### config.mk
export PLATFORM = sky130hd
export DESIGN_NAME = eight_bit_alu_with_flags
export DESIGN_NICKNAME = d
export VERILOG_FILES = /design/src/rtl/core/ebalu_pkg.sv /design/src/rtl/core/ebalu_exec.sv /design/src/rtl/core/eight_bit_alu_with_flags.sv
export SDC_FILE = /design/constraint.sdc
export NUM_CORES = 1
export LEC_CHECK = 0
export ABC_AREA = 1
export BUFFER_PORTS_ARGS = -buffer_cell sky130_fd_sc_hd__buf_2
export CAP_MARGIN = 15
export CORE_ASPECT_RATIO = 0.6
export CORE_MARGIN = 2
export CORE_UTILIZATION = 45
export DETAILED_ROUTE_END_ITERATION = 10
export HOLD_SLACK_MARGIN = 0.1
export MAX_ROUTING_LAYER = met4
export SYNTH_ARGS = -nofsm -noshare
export SYNTH_HDL_FRONTEND = slang
export SYNTH_HIERARCHICAL = 1
export SYNTH_SLANG_ARGS = --single-unit
### constraint.sdc
create_clock -name clk_i -period 7.3 [get_ports clk_i]
set_input_delay 0 -clock clk_i [delete_from_list [all_inputs] [get_ports clk_i]]
set_output_delay 0 -clock clk_i [all_outputs]
set_load 0.02 [all_outputs]
### src/rtl/core/ebalu_pkg.sv
// ebalu_pkg: shared types and constants of the 8-bit alu with flags
// operation codes, flag bit positions, request and response payload structs
// no dependencies

package ebalu_pkg;

  // operation codes, as carried in the op field of a request
  typedef enum logic [4:0] {
    OpAdd  = 5'd0,
    OpAdc  = 5'd1,
    OpSub  = 5'd2,
    OpSbc  = 5'd3,
    OpCp   = 5'd4,
    OpAnd  = 5'd5,
    OpXor  = 5'd6,
    OpOr   = 5'd7,
    OpInc  = 5'd8,
    OpDec  = 5'd9,
    OpRlc  = 5'd10,
    OpRrc  = 5'd11,
    OpRl   = 5'd12,
    OpRr   = 5'd13,
    OpSla  = 5'd14,
    OpSra  = 5'd15,
    OpSll  = 5'd16,
    OpSrl  = 5'd17,
    OpBit  = 5'd18,
    OpRes  = 5'd19,
    OpSet  = 5'd20,
    OpRlca = 5'd21,
    OpRrca = 5'd22,
    OpRla  = 5'd23,
    OpRra  = 5'd24,
    OpCpl  = 5'd25,
    OpNeg  = 5'd26,
    OpScf  = 5'd27,
    OpCcf  = 5'd28
  } op_e;

  // flag byte masks: S Z Y H X P/V N C from bit 7 down to bit 0
  localparam logic [7:0] FlagS = 8'h80;
  localparam logic [7:0] FlagZ = 8'h40;
  localparam logic [7:0] FlagY = 8'h20;
  localparam logic [7:0] FlagH = 8'h10;
  localparam logic [7:0] FlagX = 8'h08;
  localparam logic [7:0] FlagP = 8'h04;
  localparam logic [7:0] FlagN = 8'h02;
  localparam logic [7:0] FlagC = 8'h01;

  typedef struct packed {
    logic [4:0] op;
    logic [7:0] operand_a;
    logic [7:0] operand_b;
    logic [2:0] bit_index;
  } req_t;

  typedef struct packed {
    logic [7:0] result;
    logic [7:0] flags_out;
  } rsp_t;

endpackage

### src/rtl/core/ebalu_exec.sv
// ebalu_exec: combinational datapath of the 8-bit alu
// computes result and new flag byte from one request and the current flags
// depends on ebalu_pkg

module ebalu_exec (
  input  ebalu_pkg::req_t req_i,
  input  logic [7:0]      flags_i,
  output ebalu_pkg::rsp_t rsp_o
);

  // S Z Y X taken from a value
  function automatic logic [7:0] szyx(input logic [7:0] v);
    logic [7:0] f;
    f = v & (ebalu_pkg::FlagS | ebalu_pkg::FlagY | ebalu_pkg::FlagX);
    if (v == 8'h00) begin
      f = f | ebalu_pkg::FlagZ;
    end
    return f;
  endfunction

  // flags of logic ops and the shift group: szyx, even parity, given h and c
  function automatic logic [7:0] logic_f(input logic [7:0] v, input logic h, input logic c);
    logic [7:0] f;
    f = szyx(v);
    if (~^v) begin
      f = f | ebalu_pkg::FlagP;
    end
    if (h) begin
      f = f | ebalu_pkg::FlagH;
    end
    if (c) begin
      f = f | ebalu_pkg::FlagC;
    end
    return f;
  endfunction

  // accumulator rotates keep S Z P/V
  function automatic logic [7:0] acc_f(input logic [7:0] v, input logic [7:0] fo,
                                       input logic c);
    return (fo & (ebalu_pkg::FlagS | ebalu_pkg::FlagZ | ebalu_pkg::FlagP))
         | (v & (ebalu_pkg::FlagY | ebalu_pkg::FlagX))
         | {7'b0, c};
  endfunction

  ebalu_pkg::op_e op;
  logic [7:0] a;
  logic [7:0] b;
  logic       cf;
  logic [7:0] bit_mask;

  // shared adder / subtractor
  logic       is_sub;
  logic [7:0] ax;
  logic [7:0] ay;
  logic       ac;
  logic [8:0] sum9;
  logic [7:0] arith_f;

  logic [7:0] inc_v;
  logic [7:0] dec_v;
  logic [7:0] res_v;
  logic [7:0] flg_v;

  assign op       = ebalu_pkg::op_e'(req_i.op);
  assign a        = req_i.operand_a;
  assign b        = req_i.operand_b;
  assign cf       = flags_i[0];
  assign bit_mask = 8'b1 << req_i.bit_index;

  always_comb begin
    is_sub = (op == ebalu_pkg::OpSub) || (op == ebalu_pkg::OpSbc) ||
             (op == ebalu_pkg::OpCp)  || (op == ebalu_pkg::OpNeg);
    ax     = (op == ebalu_pkg::OpNeg) ? 8'h00 : a;
    ay     = (op == ebalu_pkg::OpNeg) ? a : b;
    ac     = ((op == ebalu_pkg::OpAdc) || (op == ebalu_pkg::OpSbc)) ? cf : 1'b0;
    if (is_sub) begin
      sum9 = {1'b0, ax} - {1'b0, ay} - {8'b0, ac};
    end else begin
      sum9 = {1'b0, ax} + {1'b0, ay} + {8'b0, ac};
    end
    arith_f = szyx(sum9[7:0]);
    if (is_sub) begin
      arith_f = arith_f | ebalu_pkg::FlagN;
    end
    if (sum9[8]) begin
      arith_f = arith_f | ebalu_pkg::FlagC;
    end
    if ((is_sub ? (ax[7] ^ ay[7]) : ~(ax[7] ^ ay[7])) && (ax[7] ^ sum9[7])) begin
      arith_f = arith_f | ebalu_pkg::FlagP;
    end
    if (ax[4] ^ ay[4] ^ sum9[4]) begin
      arith_f = arith_f | ebalu_pkg::FlagH;
    end
  end

  assign inc_v = a + 8'd1;
  assign dec_v = a - 8'd1;

  always_comb begin
    res_v = a;
    flg_v = flags_i;
    case (op)
      ebalu_pkg::OpAdd, ebalu_pkg::OpAdc, ebalu_pkg::OpSub, ebalu_pkg::OpSbc,
      ebalu_pkg::OpCp, ebalu_pkg::OpNeg: begin
        res_v = sum9[7:0];
        flg_v = arith_f;
      end
      ebalu_pkg::OpAnd: begin
        res_v = a & b;
        flg_v = logic_f(res_v, 1'b1, 1'b0);
      end
      ebalu_pkg::OpXor: begin
        res_v = a ^ b;
        flg_v = logic_f(res_v, 1'b0, 1'b0);
      end
      ebalu_pkg::OpOr: begin
        res_v = a | b;
        flg_v = logic_f(res_v, 1'b0, 1'b0);
      end
      ebalu_pkg::OpInc: begin
        res_v = inc_v;
        flg_v = szyx(inc_v) | {7'b0, cf};
        if (inc_v == 8'h80) begin
          flg_v = flg_v | ebalu_pkg::FlagP;
        end
        if (inc_v[3:0] == 4'h0) begin
          flg_v = flg_v | ebalu_pkg::FlagH;
        end
      end
      ebalu_pkg::OpDec: begin
        res_v = dec_v;
        flg_v = szyx(dec_v) | {7'b0, cf} | ebalu_pkg::FlagN;
        if (dec_v == 8'h7f) begin
          flg_v = flg_v | ebalu_pkg::FlagP;
        end
        if (dec_v[3:0] == 4'hf) begin
          flg_v = flg_v | ebalu_pkg::FlagH;
        end
      end
      ebalu_pkg::OpRlc: begin
        res_v = {a[6:0], a[7]};
        flg_v = logic_f(res_v, 1'b0, a[7]);
      end
      ebalu_pkg::OpRrc: begin
        res_v = {a[0], a[7:1]};
        flg_v = logic_f(res_v, 1'b0, a[0]);
      end
      ebalu_pkg::OpRl: begin
        res_v = {a[6:0], cf};
        flg_v = logic_f(res_v, 1'b0, a[7]);
      end
      ebalu_pkg::OpRr: begin
        res_v = {cf, a[7:1]};
        flg_v = logic_f(res_v, 1'b0, a[0]);
      end
      ebalu_pkg::OpSla: begin
        res_v = {a[6:0], 1'b0};
        flg_v = logic_f(res_v, 1'b0, a[7]);
      end
      ebalu_pkg::OpSra: begin
        res_v = {a[7], a[7:1]};
        flg_v = logic_f(res_v, 1'b0, a[0]);
      end
      ebalu_pkg::OpSll: begin
        res_v = {a[6:0], 1'b1};
        flg_v = logic_f(res_v, 1'b0, a[7]);
      end
      ebalu_pkg::OpSrl: begin
        res_v = {1'b0, a[7:1]};
        flg_v = logic_f(res_v, 1'b0, a[0]);
      end
      ebalu_pkg::OpBit: begin
        flg_v = (flags_i & ~(ebalu_pkg::FlagZ | ebalu_pkg::FlagN)) | ebalu_pkg::FlagH;
        if ((a & bit_mask) == 8'h00) begin
          flg_v = flg_v | ebalu_pkg::FlagZ;
        end
      end
      ebalu_pkg::OpRes: begin
        res_v = a & ~bit_mask;
      end
      ebalu_pkg::OpSet: begin
        res_v = a | bit_mask;
      end
      ebalu_pkg::OpRlca: begin
        res_v = {a[6:0], a[7]};
        flg_v = acc_f(res_v, flags_i, a[7]);
      end
      ebalu_pkg::OpRrca: begin
        res_v = {a[0], a[7:1]};
        flg_v = acc_f(res_v, flags_i, a[0]);
      end
      ebalu_pkg::OpRla: begin
        res_v = {a[6:0], cf};
        flg_v = acc_f(res_v, flags_i, a[7]);
      end
      ebalu_pkg::OpRra: begin
        res_v = {cf, a[7:1]};
        flg_v = acc_f(res_v, flags_i, a[0]);
      end
      ebalu_pkg::OpCpl: begin
        res_v = ~a;
        flg_v = (flags_i & (ebalu_pkg::FlagS | ebalu_pkg::FlagZ |
                            ebalu_pkg::FlagP | ebalu_pkg::FlagC))
              | (res_v & (ebalu_pkg::FlagY | ebalu_pkg::FlagX))
              | ebalu_pkg::FlagH | ebalu_pkg::FlagN;
      end
      ebalu_pkg::OpScf: begin
        flg_v = (flags_i & ~(ebalu_pkg::FlagH | ebalu_pkg::FlagN)) | ebalu_pkg::FlagC;
      end
      ebalu_pkg::OpCcf: begin
        // half carry takes the old carry
        flg_v = (flags_i & ~(ebalu_pkg::FlagH | ebalu_pkg::FlagN | ebalu_pkg::FlagC))
              | (cf ? ebalu_pkg::FlagH : ebalu_pkg::FlagC);
      end
      default: begin
        // unused codes pass operand_a and keep the flags
        res_v = a;
        flg_v = flags_i;
      end
    endcase
  end

  assign rsp_o.result    = res_v;
  assign rsp_o.flags_out = flg_v;

endmodule

### src/rtl/core/eight_bit_alu_with_flags.sv
// eight_bit_alu_with_flags: 8-bit alu with a kept flag register, top level
// input register, combinational datapath (ebalu_exec), result register
// depends on ebalu_pkg and ebalu_exec
//
//   channel  direction  handshake                 payload
//   in       request    in_valid_i / in_ready_o   in_req_i  (op, operands, bit index)
//   out      response   out_valid_o / out_ready_i out_rsp_o (result, flags_out)
//
// a request goes through the input register, then the result register, and a stall
// on out_ready_i can hold it; one request per cycle sustained while out_ready_i
// stays high, set by the single pass through the datapath between the two registers
// the flag register is written when a request moves into the result register,
// so the next request in the input register already sees the new carry
// reset clears the valid bits and the flag register
// a stall on out_ready_i holds both stages; in_ready_o stays high while the
// input stage is empty or can drain

module eight_bit_alu_with_flags (
  input  logic            clk_i,
  input  logic            rst_ni,
  input  logic            in_valid_i,
  output logic            in_ready_o,
  input  ebalu_pkg::req_t in_req_i,
  output logic            out_valid_o,
  input  logic            out_ready_i,
  output ebalu_pkg::rsp_t out_rsp_o
);

  // input stage
  logic            in_valid_q;
  logic            in_valid_d;
  ebalu_pkg::req_t in_req_q;

  // result stage
  logic            out_valid_q;
  logic            out_valid_d;
  ebalu_pkg::rsp_t out_rsp_q;

  // kept flag byte
  logic [7:0]      flag_q;
  logic [7:0]      flag_d;

  ebalu_pkg::rsp_t exec_rsp;
  logic            advance;
  logic            in_fire;

  // datapath
  ebalu_exec u_exec (
    .req_i   (in_req_q),
    .flags_i (flag_q),
    .rsp_o   (exec_rsp)
  );

  // move from input stage to result stage when the result slot is free or drains
  assign advance    = in_valid_q && (!out_valid_q || out_ready_i);
  assign in_ready_o = !in_valid_q || advance;
  assign in_fire    = in_valid_i && in_ready_o;

  always_comb begin
    in_valid_d  = in_valid_q;
    out_valid_d = out_valid_q;
    flag_d      = flag_q;
    if (out_valid_q && out_ready_i) begin
      out_valid_d = 1'b0;
    end
    if (advance) begin
      out_valid_d = 1'b1;
      in_valid_d  = 1'b0;
      flag_d      = exec_rsp.flags_out;
    end
    if (in_fire) begin
      in_valid_d = 1'b1;
    end
  end

  // control state
  always_ff @(posedge clk_i or negedge rst_ni) begin
    if (!rst_ni) begin
      in_valid_q  <= 1'b0;
      out_valid_q <= 1'b0;
      flag_q      <= 8'h00;
    end else begin
      in_valid_q  <= in_valid_d;
      out_valid_q <= out_valid_d;
      flag_q      <= flag_d;
    end
  end

  // payload registers, no reset
  always_ff @(posedge clk_i) begin
    if (in_fire) begin
      in_req_q <= in_req_i;
    end
    if (advance) begin
      out_rsp_q <= exec_rsp;
    end
  end

  assign out_valid_o = out_valid_q;
  assign out_rsp_o   = out_rsp_q;

endmodule

==> results.ini <==
[status]
outcome=completed

[cts]
ctsResizeCount=0
htreeDepth=2
clock-sinks=50
cts_tree=done
clockBufferDepth=2
ctsHoldBuffers=29
insertion_delay_ns=0.30
cts.clk_slew.worst_paths_ns=0.08
cts_setup_buffers=0
cts_root_buf=clkbuf_16
cts_buffers=5

[critical_path]
rr_worst_depth=19
cp_max_fo=18
crit_top_cell=nand2_1
critPathKind=flop to flop
crit_buf_inv=4
crit_chain=inv_2 -> nor2_2 -> nand3_2 -> inv_2 -> nand2_1 -> o21ai_0 -> inv_1 -> fa_1 -> fa_1 -> inv_1 -> nand3_1 -> nand2_1 -> nand2_1 -> nand2_1 -> nand2_1 -> nand2_1 -> nor2_2 -> o21ai_0 -> nand4_1
max_stage_delay_ns=0.55
r2r_slack_ns=3.19
reg2reg_to=out_rsp_o[4]
critical_path.slowest_cell=edfxtp_1
endpoint_kind=flop
crit_family=simple AND/OR/NAND/NOR gates
crit_arrival_ns=4.10
critPathLaunchType=flop
worstPathRequired_ns=7.29
r2r_start=in_req_q[20]

[power_and_ir_drop]
seqPwrFrac=0.352
clkPwrFrac=0.201
share_comb_of_total_power=0.447
power_density_nw_per_um2=190
netSwitchingFraction=0.431
p_int_mw=0.687
leakage_nw=3.16
p_sw_mw=0.521
irDropWorstVdd_mv=0.0925
total_power_mw=1.21

[global_route]
grt_pass1_wl_mm=30.9
grt_pass1_vias=5494
gr-total-overflow=0
grt_antenna_before_repair=1
grt_max_degree=25
grt_usage=0.313

[logic_synthesis]
synth_top_area_share=0.215
synthFlopType=edfxtp_1
synth_edf_count=40
syn_inst=808
post-synth-top-count-cell=nand2_1
synth_cell_types=44
ys_seq_area_frac=0.260
netlist_top_cells_area=edfxtp_1, ha_1, nand2_1
synth_commonest_cells=nand2_1, inv_1, nand3_1
synth_nets=902
ys_ff_latch=50
synth_area_sq_um=5590
yosysWarnings=6
avgSynthCellArea_sq_um=6.91
synth.largest_area_cell=edfxtp_1
synth-async-reset-ratio=0.200

[timing]
final_hold_viol_count=0
drv_slew=0
setup_viol=0
rsz0062_at_grt=no
worstMarginPinSlew_ns=1.04
skew_ns=0.0119
fin_crit_ns=4.11
relSlewSlack=0.304
post-route-period-util=0.563
tns_ns=0
fmax_ghz=0.243

[floorplanning]
initial_utilization=0.462
die-height_microns=90.3
num_rows=31
design.die.area_sq_um=13300
die-width_microns=148
coreArea_sq_um=12100
io_pins=46

[place]
numPortBuffers=45
gp_congestion=1.01
post-place-cells=1000
dp_hpwl_mm=15.8

[hold_path]
hp-class=input port to flop
worstHoldPathCells=4
min_to=out_valid_o
hold_start=out_ready_i

[routing]
wirelength_mm=20.2
ant_nets=0
first_iter_violations=698
wl_per_cell_microns=19.4
drc=0
routed-via-count=5892
via_per_inst=5.68
drtPass1Iterations=6

[flow_run]
drv_cap=0

[finish]
final_cells=1038
layout-drive-gt1-share=0.0940
area_growth_pct=13.8
final_nets=965

[state kept, by name, indices dropped and copies added (netlist names)]
signal / cells
in_req_q: 24
out_rsp_o: 16
flag_q: 8
in_valid_q: 1
out_valid_o: 1
[power by group through the flow]
stage / Sequential, mW / Combinational, mW / Clock [mW]
after CTS: 0.424 / 0.528 / 0.247
after global routing: 0.432 / 0.601 / 0.257
after floorplan: 0.430 / 0.357 / 0
final: 0.425 / 0.540 / 0.243
after detailed placement: 0.429 / 0.513 / 0
after global placement: 0.428 / 0.505 / 0
[logic make-up after synthesis]
| kind of cell | synth area share |
|---|---|
| xor+xnor | 0.0439 |
| compound gates | 0.0981 |
| simple gates | 0.339 |
| buf+inv | 0.106 |
| flops | 0.260 |
| fa+ha+maj | 0.153 |
[how the worst max path moves through the flow]
stage | start | end | depth (start not counted)
final | in_req_q[20] | out_rsp_o[4] | 19
after global routing | in_req_q[20] | flag_q[4] | 21
after CTS | in_req_q[20] | out_rsp_o[4] | 19
after detailed placement | in_req_q[20] | flag_q[4] | 21
after global placement | in_req_q[20] | out_rsp_o[4] | 19
after floorplan | in_req_q[22] | flag_q[6] | 23
[worst min-delay path, stage by stage]
cell     delay [ns]
buf_2          0.08
inv_1          0.04
nand2_2        0.19
nand2_1        0.08
[layer usage]
metal / global-route usage / part of all wire
met1: 0.467 / 0.48
met4: 0.0579 / 0.012
met2: 0.428 / 0.40
met5: - / 0
met3: 0.0783 / 0.12
[cell type report]
| cell class | count | area, sq um |
|---|---|---|
| clock inverters | 3 | 21.3 |
| multi-input cells | 611 | 3540 |
| fillers | 1284 | 5750 |
| inverters | 128 | 485 |
| diodes | 1 | 2.50 |
| repair buffers | 75 | 523 |
| clock buffers | 5 | 125 |
| flip-flops and latches | 50 | 1450 |
| well taps | 165 | 206 |
[through the flow]
step / hold slack, ns / area (sq um) / util / setup WS (ns)
2_1_floorplan: -0.296 / 5590 / - / 4.01
3_3_place_gp: -0.123 / 5920 / 0.489 / 3.23
3_5_place_dp: -0.122 / 5920 / 0.489 / 3.26
4_1_cts: 0.129 / 6350 / 0.525 / 3.24
5_1_grt: 0.161 / 6360 / 0.525 / 2.83
6_report: 0.126 / 6360 / 0.525 / 3.19
[cells in the final DEF (no fill, tap or decap), types with 2 or more instances in the layout]
cell	instances
xnor2_1	12
nor2_1	73
nor2_4	2
clkbuf_16	5
nand3_1	74
dlygate4sd3_1	29
dfrtp_1	10
buf_2	45
clkinv_1	5
a21oi_1	23
ha_1	62
xor2_1	16
nor4_1	5
and3_1	2
o211ai_1	6
nand2_2	2
fa_1	4
nand2_4	2
nand3b_1	2
nor2_2	6
nand2_1	196
o21ai_0	42
nand3_2	3
edfxtp_1	40
inv_1	118
nor3_1	23
inv_2	4
o2111ai_1	3
or2_2	4
nand4_1	23
o22ai_1	13
a211oi_1	3
Power figures use the tool's default switching activity.
